$ cat config.mk
export PLATFORM = sky130hd
export DESIGN_NAME = sorted_timer_queue
export DESIGN_NICKNAME = d
export VERILOG_FILES = /design/src/rtl/stq_pkg.sv /design/src/rtl/sorted_timer_queue.sv
export SDC_FILE = /design/constraint.sdc
export NUM_CORES = 2
export LEC_CHECK = 0
export BUFFER_PORTS_ARGS = -buffer_cell sky130_fd_sc_hd__buf_2
export CORE_MARGIN = 2
export CORE_UTILIZATION = 45
export DETAILED_ROUTE_END_ITERATION = 8
export GPL_TIMING_DRIVEN = 0
export SYNTH_ARGS = -nofsm -noshare
export SYNTH_HDL_FRONTEND = slang
export SYNTH_SLANG_ARGS = --single-unit
$ cat constraint.sdc
create_clock -name aclk -period 21.2 [get_ports aclk]
set_input_delay 6.36 -clock aclk [delete_from_list [all_inputs] [get_ports aclk]]
set_output_delay 6.36 -clock aclk [all_outputs]
set_load 0.02 [all_outputs]
$ cat src/rtl/stq_pkg.sv
// Package for the sorted timer queue: field widths, operation and result codes,
// sequencer states and parameter defaults. No dependencies.
package stq_pkg;

    localparam int NUM_TIMERS_DEF = 16;
    localparam int TIME_BITS_DEF  = 48;

    localparam int OP_W    = 2;
    localparam int ID_W    = 4;
    localparam int TMO_W   = 32;
    localparam int NOW_W   = 48;
    localparam int KIND_W  = 2;
    localparam int DELAY_W = 32;

    localparam logic [OP_W-1:0] OP_ARM    = 2'd0;
    localparam logic [OP_W-1:0] OP_CANCEL = 2'd1;
    localparam logic [OP_W-1:0] OP_SCHED  = 2'd2;
    localparam logic [OP_W-1:0] OP_CLEAR  = 2'd3;

    localparam logic [KIND_W-1:0] KIND_EXPIRED = 2'd0;
    localparam logic [KIND_W-1:0] KIND_DELAY   = 2'd1;
    localparam logic [KIND_W-1:0] KIND_EMPTY   = 2'd2;
    localparam logic [KIND_W-1:0] KIND_DONE    = 2'd3;

    typedef enum logic [3:0] {
        ST_IDLE,
        ST_RM_RD,
        ST_RM_CHK,
        ST_INS_START,
        ST_INS_RD,
        ST_INS_EXP,
        ST_INS_CMP,
        ST_INS_PUT,
        ST_SCH_RD,
        ST_SCH_EXP,
        ST_SCH_CMP,
        ST_SCH_EMIT,
        ST_SH_RD,
        ST_SH_WR,
        ST_DONE
    } state_t;

endpackage

$ cat src/rtl/sorted_timer_queue.sv
// Sorted timer queue: a sequencer over an order memory and an expiry memory.
// Arm and cancel rewrite each queued entry but the slot to remove it; arm then walks
// from the tail, shifting later entries up, and puts the slot in place. Schedule emits
// each expired slot from the head, stalling while the output is held, then copies the
// entries behind the first that stays down to compact the order memory. One transaction
// is in work at a time. Synchronous active-low reset empties the queue at once.
module sorted_timer_queue #(
    parameter int NUM_TIMERS = stq_pkg::NUM_TIMERS_DEF,
    parameter int TIME_BITS  = stq_pkg::TIME_BITS_DEF
) (
    input  logic                         aclk,
    input  logic                         aresetn,
    input  logic                         s_valid,
    output logic                         s_ready,
    input  logic [stq_pkg::OP_W-1:0]     s_operation,
    input  logic [stq_pkg::ID_W-1:0]     s_timer_id,
    input  logic [stq_pkg::TMO_W-1:0]    s_timeout_ms,
    input  logic [stq_pkg::NOW_W-1:0]    s_now_ms,
    output logic                         m_valid,
    input  logic                         m_ready,
    output logic [stq_pkg::KIND_W-1:0]   m_result_kind,
    output logic [stq_pkg::ID_W-1:0]     m_expired_id,
    output logic [stq_pkg::DELAY_W-1:0]  m_delay_ms,
    output logic                         m_last
);
    import stq_pkg::*;

    localparam int IW = $clog2(NUM_TIMERS);
    localparam int PW = $clog2(NUM_TIMERS + 1);

    state_t state_reg, state_next;

    logic [OP_W-1:0]       op_reg, op_next;
    logic [IW-1:0]         slot_reg, slot_next;
    logic [TIME_BITS-1:0]  now_reg, now_next;
    logic [TIME_BITS-1:0]  exp_reg, exp_next;
    logic [TIME_BITS-1:0]  first_reg, first_next;
    logic [PW-1:0]         idx_reg, idx_next;
    logic [PW-1:0]         wr_reg, wr_next;
    logic [PW-1:0]         len_reg, len_next;
    logic [NUM_TIMERS-1:0] armed_reg, armed_next;
    logic [KIND_W-1:0]     kind_reg, kind_next;

    logic                  m_valid_reg, m_valid_next;
    logic [KIND_W-1:0]     m_kind_reg, m_kind_next;
    logic [ID_W-1:0]       m_id_reg, m_id_next;
    logic [DELAY_W-1:0]    m_delay_reg, m_delay_next;
    logic                  m_last_reg, m_last_next;

    logic [IW-1:0]         ord_mem [NUM_TIMERS];
    logic [TIME_BITS-1:0]  exp_mem [NUM_TIMERS];
    logic [IW-1:0]         ord_rdata_reg;
    logic [TIME_BITS-1:0]  exp_rdata_reg;
    logic                  ord_we, ord_re, exp_we, exp_re;
    logic [IW-1:0]         ord_waddr, ord_wdata, ord_raddr, exp_raddr;

    logic                  accept, out_free, in_range, last_pos;
    logic [IW-1:0]         slot_in;
    logic [TIME_BITS-1:0]  now_in, exp_in, diff;
    logic [TIME_BITS:0]    sum;
    logic [TMO_W-1:0]      tmo1;
    logic [DELAY_W-1:0]    delay_sat;

    assign s_ready  = (state_reg == ST_IDLE);
    assign accept   = s_valid && s_ready;
    assign out_free = !m_valid_reg || m_ready;
    assign in_range = 32'(s_timer_id) < NUM_TIMERS;
    assign slot_in  = IW'(s_timer_id);
    assign now_in   = TIME_BITS'(s_now_ms);
    assign tmo1     = (s_timeout_ms == '0) ? TMO_W'(1) : s_timeout_ms;
    assign sum      = {1'b0, now_in} + (TIME_BITS + 1)'(tmo1);
    assign exp_in   = sum[TIME_BITS] ? '1 : sum[TIME_BITS-1:0];
    assign last_pos = (idx_reg + PW'(1)) == len_reg;
    assign diff     = first_reg - now_reg;
    assign delay_sat = (|diff[TIME_BITS-1:DELAY_W]) ? '1 : diff[DELAY_W-1:0];

    always_comb begin
        state_next = state_reg;
        case (state_reg)
            ST_IDLE: begin
                if (s_valid) begin
                    case (s_operation)
                        OP_ARM:    state_next = !in_range ? ST_DONE :
                                   (armed_reg[slot_in] ? ST_RM_RD : ST_INS_START);
                        OP_CANCEL: state_next = (in_range && armed_reg[slot_in]) ?
                                   ST_RM_RD : ST_DONE;
                        OP_SCHED:  state_next = ST_SCH_RD;
                        default:   state_next = ST_DONE;
                    endcase
                end
            end
            ST_RM_RD:  state_next = ST_RM_CHK;
            ST_RM_CHK: begin
                if (last_pos) begin
                    state_next = (op_reg == OP_ARM) ? ST_INS_START : ST_DONE;
                end else begin
                    state_next = ST_RM_RD;
                end
            end
            ST_INS_START: begin
                if (32'(len_reg) >= NUM_TIMERS || len_reg == '0) begin
                    state_next = ST_DONE;
                end else begin
                    state_next = ST_INS_RD;
                end
            end
            ST_INS_RD:  state_next = ST_INS_EXP;
            ST_INS_EXP: state_next = ST_INS_CMP;
            ST_INS_CMP: begin
                if (exp_reg < exp_rdata_reg && idx_reg != '0) begin
                    state_next = ST_INS_RD;
                end else begin
                    state_next = ST_INS_PUT;
                end
            end
            ST_INS_PUT: state_next = ST_DONE;
            ST_SCH_RD:  state_next = (idx_reg == len_reg) ? ST_DONE : ST_SCH_EXP;
            ST_SCH_EXP: state_next = ST_SCH_CMP;
            ST_SCH_CMP: begin
                if (now_reg >= exp_rdata_reg) begin
                    state_next = ST_SCH_EMIT;
                end else begin
                    state_next = (idx_reg == '0) ? ST_DONE : ST_SH_RD;
                end
            end
            ST_SCH_EMIT: if (out_free) state_next = ST_SCH_RD;
            ST_SH_RD:    state_next = ST_SH_WR;
            ST_SH_WR:    state_next = last_pos ? ST_DONE : ST_SH_RD;
            ST_DONE:     if (out_free) state_next = ST_IDLE;
            default:     state_next = ST_IDLE;
        endcase
    end

    always_comb begin
        op_next = op_reg;
        slot_next = slot_reg;
        now_next = now_reg;
        exp_next = exp_reg;
        first_next = first_reg;
        idx_next = idx_reg;
        wr_next = wr_reg;
        len_next = len_reg;
        armed_next = armed_reg;
        kind_next = kind_reg;
        m_valid_next = m_valid_reg && !m_ready;
        m_kind_next = m_kind_reg;
        m_id_next = m_id_reg;
        m_delay_next = m_delay_reg;
        m_last_next = m_last_reg;
        ord_we = 1'b0;
        ord_waddr = '0;
        ord_wdata = '0;
        ord_re = 1'b0;
        ord_raddr = idx_reg[IW-1:0];
        exp_we = 1'b0;
        exp_re = 1'b0;
        exp_raddr = ord_rdata_reg;
        case (state_reg)
            ST_IDLE: begin
                if (accept) begin
                    op_next = s_operation;
                    slot_next = slot_in;
                    now_next = now_in;
                    exp_next = exp_in;
                    idx_next = '0;
                    wr_next = '0;
                    kind_next = KIND_DONE;
                    exp_we = (s_operation == OP_ARM) && in_range;
                    if (s_operation == OP_CLEAR) begin
                        armed_next = '0;
                        len_next = '0;
                    end
                end
            end
            ST_RM_RD: ord_re = 1'b1;
            ST_RM_CHK: begin
                if (ord_rdata_reg != slot_reg) begin
                    ord_we = 1'b1;
                    ord_waddr = wr_reg[IW-1:0];
                    ord_wdata = ord_rdata_reg;
                    wr_next = wr_reg + PW'(1);
                end
                idx_next = idx_reg + PW'(1);
                if (last_pos) begin
                    len_next = len_reg - PW'(1);
                    armed_next[slot_reg] = 1'b0;
                end
            end
            ST_INS_START: begin
                if (len_reg == '0) begin
                    ord_we = 1'b1;
                    ord_waddr = '0;
                    ord_wdata = slot_reg;
                    len_next = PW'(1);
                    armed_next[slot_reg] = 1'b1;
                end
                idx_next = len_reg - PW'(1);
            end
            ST_INS_RD:  ord_re = 1'b1;
            ST_INS_EXP: exp_re = 1'b1;
            ST_INS_CMP: begin
                if (exp_reg < exp_rdata_reg) begin
                    ord_we = 1'b1;
                    ord_waddr = IW'(idx_reg + PW'(1));
                    ord_wdata = ord_rdata_reg;
                    wr_next = idx_reg;
                    idx_next = idx_reg - PW'(1);
                end else begin
                    wr_next = idx_reg + PW'(1);
                end
            end
            ST_INS_PUT: begin
                ord_we = 1'b1;
                ord_waddr = wr_reg[IW-1:0];
                ord_wdata = slot_reg;
                len_next = len_reg + PW'(1);
                armed_next[slot_reg] = 1'b1;
            end
            ST_SCH_RD: begin
                if (idx_reg == len_reg) begin
                    len_next = '0;
                    kind_next = KIND_EMPTY;
                end else begin
                    ord_re = 1'b1;
                end
            end
            ST_SCH_EXP: exp_re = 1'b1;
            ST_SCH_CMP: begin
                if (now_reg < exp_rdata_reg) begin
                    first_next = exp_rdata_reg;
                    kind_next = KIND_DELAY;
                    wr_next = '0;
                end
            end
            ST_SCH_EMIT: begin
                if (out_free) begin
                    m_valid_next = 1'b1;
                    m_kind_next = KIND_EXPIRED;
                    m_id_next = ID_W'(ord_rdata_reg);
                    m_delay_next = '0;
                    m_last_next = 1'b0;
                    armed_next[ord_rdata_reg] = 1'b0;
                    idx_next = idx_reg + PW'(1);
                end
            end
            ST_SH_RD: ord_re = 1'b1;
            ST_SH_WR: begin
                ord_we = 1'b1;
                ord_waddr = wr_reg[IW-1:0];
                ord_wdata = ord_rdata_reg;
                idx_next = idx_reg + PW'(1);
                wr_next = wr_reg + PW'(1);
                if (last_pos) begin
                    len_next = wr_reg + PW'(1);
                end
            end
            ST_DONE: begin
                if (out_free) begin
                    m_valid_next = 1'b1;
                    m_kind_next = kind_reg;
                    m_id_next = '0;
                    m_delay_next = (kind_reg == KIND_DELAY) ? delay_sat : '0;
                    m_last_next = 1'b1;
                end
            end
            default: ;
        endcase
    end

    always_ff @(posedge aclk) begin
        if (ord_we) begin
            ord_mem[ord_waddr] <= ord_wdata;
        end
        if (ord_re) begin
            ord_rdata_reg <= ord_mem[ord_raddr];
        end
        if (exp_we) begin
            exp_mem[slot_in] <= exp_in;
        end
        if (exp_re) begin
            exp_rdata_reg <= exp_mem[exp_raddr];
        end
    end

    always_ff @(posedge aclk) begin
        if (!aresetn) begin
            state_reg <= ST_IDLE;
            len_reg <= '0;
            armed_reg <= '0;
            m_valid_reg <= 1'b0;
        end else begin
            state_reg <= state_next;
            len_reg <= len_next;
            armed_reg <= armed_next;
            m_valid_reg <= m_valid_next;
        end
        op_reg <= op_next;
        slot_reg <= slot_next;
        now_reg <= now_next;
        exp_reg <= exp_next;
        first_reg <= first_next;
        idx_reg <= idx_next;
        wr_reg <= wr_next;
        kind_reg <= kind_next;
        m_kind_reg <= m_kind_next;
        m_id_reg <= m_id_next;
        m_delay_reg <= m_delay_next;
        m_last_reg <= m_last_next;
    end

    assign m_valid = m_valid_reg;
    assign m_result_kind = m_kind_reg;
    assign m_expired_id = m_id_reg;
    assign m_delay_ms = m_delay_reg;
    assign m_last = m_last_reg;

endmodule

### Word-level counts from Yosys, hierarchy flattened

Memories as Yosys holds them, arrays and structs flattened. A register that Yosys moved wholly into a read port is not among the register bits.
Index checks and enable logic that the tools add are counted.

* register bits: 227
* bits in latches: 0
* RAM bits: 832
* bits in read-only memories: 0
* bits of input ports: 90
* memories: 2

Memory list
* exp_mem: depth 16, width 48, read ports 1, clocked after memory_dff 1, wr ports 1, RTL line sorted_timer_queue.sv:51 `logic [TIME_BITS-1:0] exp_mem [NUM_TIMERS];`
* ord_mem: depth 16, width 4, read ports 1, clocked after memory_dff 1, wr ports 1, RTL line sorted_timer_queue.sv:50 `logic [IW-1:0] ord_mem [NUM_TIMERS];`

* $add $sub $neg: 7
* multiply operators: 0
* div/mod/pow operators: 0
* order comparisons: 9
* equality and inequality tests: 33
* shift-type cells: 0
* multiplexer cells: 83
* bitwise gates (word level): 5
* reductions and logical operators: 37

Operators by type and width (number)
* $mux 32: 5
* $lt 48x48->1: 2
* $mux 16: 5
* $pmux 16 s5: 1
* $pmux 32 s2: 1
* $mux 5: 12
* $pmux 4 s15: 1
* $mux 4: 13
* $pmux 5 s5: 2
* $add 48x32->49: 1
* $ge 48x48->1: 1
* $mux 48: 1
* $sub 48x48->48: 1
* $and 16x16->16: 2
* $logic_not 32->1: 1
* $not 16->16: 2
* $pmux 5 s6: 1
* $eq 4x4->1 const B: 7
* $pmux 4 s3: 2
* $ne 2x2->1 const B: 10
* $pmux 4 s5: 1
* $reduce_bool 5->1: 4
* $mux 1: 18
* $mux 2: 9
* 39 further kinds: 71

### Depth between registers and ports, before layout

* depth after elaboration: 8
* mapped depth: 16
* mapped depth without buffers: 15

### Least setup slack after synthesis

OpenSTA, ideal clock, no wires.

* kind: input -> register
* start: input s_valid
* end: memory exp_mem[0][0] (netlist name), enable pin
* library setup time: 513 ps
* arrival: 12772 ps
* required time: 20687 ps
* setup slack: 7915 ps
* stages on the path: 4
* path through: and2_1 nand2_1 or3_1 nor3_1

* word-level cells in the longest chain between the ends: 5

RTL lines
* start: declaration: RTL line sorted_timer_queue.sv:13 `input logic s_valid,`
* $logic_and 1x1->1: RTL line sorted_timer_queue.sv:65 `assign accept = s_valid && s_ready;`
* $mux 1: RTL line sorted_timer_queue.sv:160 `if (accept) begin`
* $mux 1: RTL line sorted_timer_queue.sv:158 `case (state_reg)`
* $mux 1: RTL line sorted_timer_queue.sv:277 `if (exp_we) begin`
* $mux 1 (not written as such): RTL line sorted_timer_queue.sv:278 `exp_mem[slot_in] <= exp_in;`
* end: declaration: RTL line sorted_timer_queue.sv:51

No other way between the ends.

### Final worst setup path

* start: input s_timeout_ms[24] (netlist name)
* end: memory exp_mem[10][5] (netlist name), data pin

* word-level cells in the longest chain between the ends: 4

RTL lines
* start: declaration: RTL line sorted_timer_queue.sv:17 `input logic [stq_pkg::TMO_W-1:0] s_timeout_ms,`
* $logic_not 32->1: RTL line sorted_timer_queue.sv:70 `assign tmo1 = (s_timeout_ms == '0) ? TMO_W'(1) : s_timeout_ms;`
* $mux 32 (*): RTL line sorted_timer_queue.sv:70
* $add 48x32->49 (*): RTL line sorted_timer_queue.sv:71 `assign sum = {1'b0, now_in} + (TIME_BITS + 1)'(tmo1);`
* $mux 48 (*): RTL line sorted_timer_queue.sv:72 `assign exp_in = sum[TIME_BITS] ? '1 : sum[TIME_BITS-1:0];`
* via exp_in[5]: RTL line sorted_timer_queue.sv:59 `logic [TIME_BITS-1:0] now_in, exp_in, diff;`

The timed path passes the listed nets; every way through them passes the cells marked *.

==> key figures <==
Worst setup path
  • CP Launch Type: primary input
  • WS Path Type: primary input to register
  • WP data required: around 22 ns
  • Crit path DAT: 11.93 ns
  • Reg2reg setup slack: roughly 16 ns
  • Reg-to-reg startpoint: exp_rdata_reg[9]$_DFFE_PP_
  • Crit. End Element: register
  • Worst Reg-to-Reg Cells: 13
  • CP Max Fanout: 17
  • RR Endpoint: ord_mem[11][3]$_DFFE_PP_

Yosys
  • Distinct cells, synth: between 90 and 100
  • Sequential area share after synthesis: between 60% and 70%
  • Synth warnings: 0
  • Yosys reg bits: about 1100
  • Synth Instances: ~3100
  • Post-synthesis area per instance: ~16 um^2
  • Syn Nets: 3353
  • Post-synth ARST share: 0%
  • Post-synth EDFFs: around 1100
  • Top_reg_cell synth: edfxtp_1
  • Cell area after synthesis: between 50000 and 60000 um^2

CTS
  • Total clock buffers created by CTS: approximately 110
  • Max H-tree Level: 3
  • Buffers inserted by post-CTS timing repair: 0
  • Clock buffer depth: 3
  • Num Clock Sinks: 1111
  • Hold_buf cts: 0
  • Clk_lat worst skew: 0.74 ns
  • Post-cts sizing count: 0
  • Clock root buffer: clkbuf_16
  • Worst-path clk slew: roughly 0.06 ns
  • TritonCTS clock tree: done

Worst hold path
  • Beginning of the worst hold path: exp_rdata_reg[30]$_DFFE_PP_
  • Hold path endpoint: first_reg[30]$_DFFE_PP_
  • Hold Path Cell Cnt: 0
  • Hold crit path type: register to register

Die
  • Core area: around 110000 um^2
  • Die X-Extent: between 300 and 400 um
  • Die Span Y: ~340 um
  • I/O pins: 131
  • Initial Util: a little under half
  • Die footprint: roughly 110000 um^2
  • # rows: ~120

Global route
  • Initial antenna violation count: 3
  • Total grt overflow: 0
  • Global-route wire length before repair: between 200000 and 250000 um
  • Total Routing Usage GR: approximately a quarter
  • Vias in the first global route: about 30000
  • Largest net degree at the start of global routing: 55

STA
  • Period utilization: between 50% and 60%
  • Final setup vio count: 0
  • Layout Skew: 0.0369 ns
  • Final Hold Vio Count: 0
  • Crit path time final: about 12 ns
  • Achievable Freq: about 87 MHz
  • Slew @ Worst Pin: 1.45 ns
  • Slew HR: about 3.6%
  • Max Slew Vio Count: 0
  • RSZ-0062 raised after global routing: false
  • Setup total negative slack: 0 ns

Layout
  • Proportion of layout cells with a drive suffix above 1: between 20% and 30%
  • Final Cell Area: around 58000 um^2
  • Final core occ: a little over half
  • Most frequent cells in the layout: edfxtp_1 (1085), mux4_2 (265), ha_1 (180), nand2_1 (153), clkbuf_1 (143)
  • Multi-input gate area: roughly 16000 um^2
  • Top reg by flops: exp_mem
  • FF+latch area: 33100 um^2
  • Final net count: approximately 3700
  • Fill cell count: between 8000 and 9000
  • Cell Count, Final, Fillers Out: 4980
  • Area delta synth->final: 14.8%
  • Most common cell after layout, fill and taps aside: edfxtp_1
  • Max reg flops: between 700 and 800
  • Largest registers: exp_mem (768), ord_mem (64)

Drt
  • DR WL/cell: between 20 and 30 um
  • Routed Antenna Nets: 0
  • Drt initial violations: around 3700
  • DRC Markers: 0
  • Via count: a little over 30000
  • Final Routed Wirelength: 144000 um
  • Router iterations before antenna repair: 6
  • DR vias/cell: 6.06

Pwr
  • Static Leakage: 19.6 nW
  • Max VDD drop: around 79 uV
  • Design Power: about 7.0 mW
  • Pwr per Cell Area: roughly 120 nW/um^2

Run
  • Max Cap Violations: 0

Status
  • Status: finished, final reports clean

Place
  • RePlAce Congestion: between 0.9 and 1
  • Post-Place Cell Area: 53800 um^2
  • Buffers on Ports: 130
  • DP Wirelength: 103000 um
  • Placed insts: between 4000 and 5000
[worst max-delay path, stage by stage]
cell,delay (ns)
buf_2,0.15
nor4_1,0.99
nand4_1,0.28
o21bai_1,0.23
ha_1,0.21
fa_1,0.26
a211o_1,0.19
a2111oi_2,0.10
nor4_1,0.51
o2111a_1,0.38
nor4_1,0.10
o21ai_1,0.29
o311a_1,0.34
nor2_4,0.12
nor3_2,0.75
or2_1,0.63
[metrics by stage]
stage,hold WS [ns],setup slack [ns]
after floorplan,0.426,7.92
after global placement,0.445,0.648
after detailed placement,0.435,9.06
after CTS,0.450,9.80
after global routing,0.468,9.51
final,0.451,9.69
[how the worst max path moves through the flow]
stage / endpoint / startpoint / slack, ns
final: exp_mem[10][5]$_DFFE_PP_ / s_timeout_ms[24] / 9.69
after global routing: exp_mem[5][19]$_DFFE_PP_ / s_timeout_ms[24] / 9.51
after CTS: exp_mem[10][5]$_DFFE_PP_ / s_timeout_ms[24] / 9.80
after detailed placement: exp_mem[10][5]$_DFFE_PP_ / s_timeout_ms[24] / 9.06
after global placement: exp_mem[0][21]$_DFFE_PP_ / s_valid / 0.65
after floorplan: exp_mem[0][0]$_DFFE_PP_ / s_valid / 7.92
[cell type report]
class | count | share of cell area, %
clock buffer | 124 | 4.99
inverter | 125 | 0.816
sequential | 1111 | 57.5
multi-input combinational | 1670 | 27.8
buffer | 175 | 1.24
timing repair buffer | 197 | 2.92
clock inverter | 88 | 1.50
tap | 1488 | 3.24
antenna | 2 | 0.00870
[cells by family after synthesis]
kind of cell               Yosys count  synth area share (%)
DFF                               1111                  66.1
xor gates and xnor gates            90                  1.57
adders and majority gates          182                  4.57
and+or+nand+nor                    568                  5.71
AOI/OAI and AO/OA                  551                  7.51
buffers and inverters              300                  2.36
muxes                              279                  12.2
[cell usage after synthesis, types with 30 or more instances]
| library cell | instances | area [um^2] |
|---|---|---|
| nor3_1 | 45 | 225 |
| o21ai_0 | 72 | 360 |
| a21oi_1 | 125 | 626 |
| a21oi_2 | 31 | 272 |
| nand3_1 | 55 | 275 |
| nand2_1 | 153 | 574 |
| nor2b_1 | 32 | 200 |
| xnor2_1 | 57 | 499 |
| xor2_1 | 33 | 289 |
| nor2_1 | 112 | 420 |
| ha_1 | 180 | 2250 |
| nand4_1 | 40 | 250 |
| o31ai_1 | 30 | 225 |
| a21o_1 | 60 | 450 |
| inv_1 | 125 | 469 |
| edfxtp_1 | 1085 | 32600 |
| mux4_2 | 265 | 5970 |
| clkbuf_1 | 132 | 495 |
[layer usage]
layer	GRT usage, %	part of all wire (%)	vias to the layer above	routed length, um
met4	6.53	2.2	2	3200
met3	4.38	8.5	175	12300
met2	40.8	48	1391	68700
met5	0	0.0097	-	14
li1	-	-	13000	-
met1	35.7	42	15600	60000
[where the power goes]
group          total, mW  switching [mW]  leakage (nW)  internal, mW
clock network       1.99           0.867          1.82          1.13
logic               2.21            1.34          7.82         0.877
registers           2.75          0.0776          9.99          2.67
No activity file was read; power rests on OpenSTA's default activity.
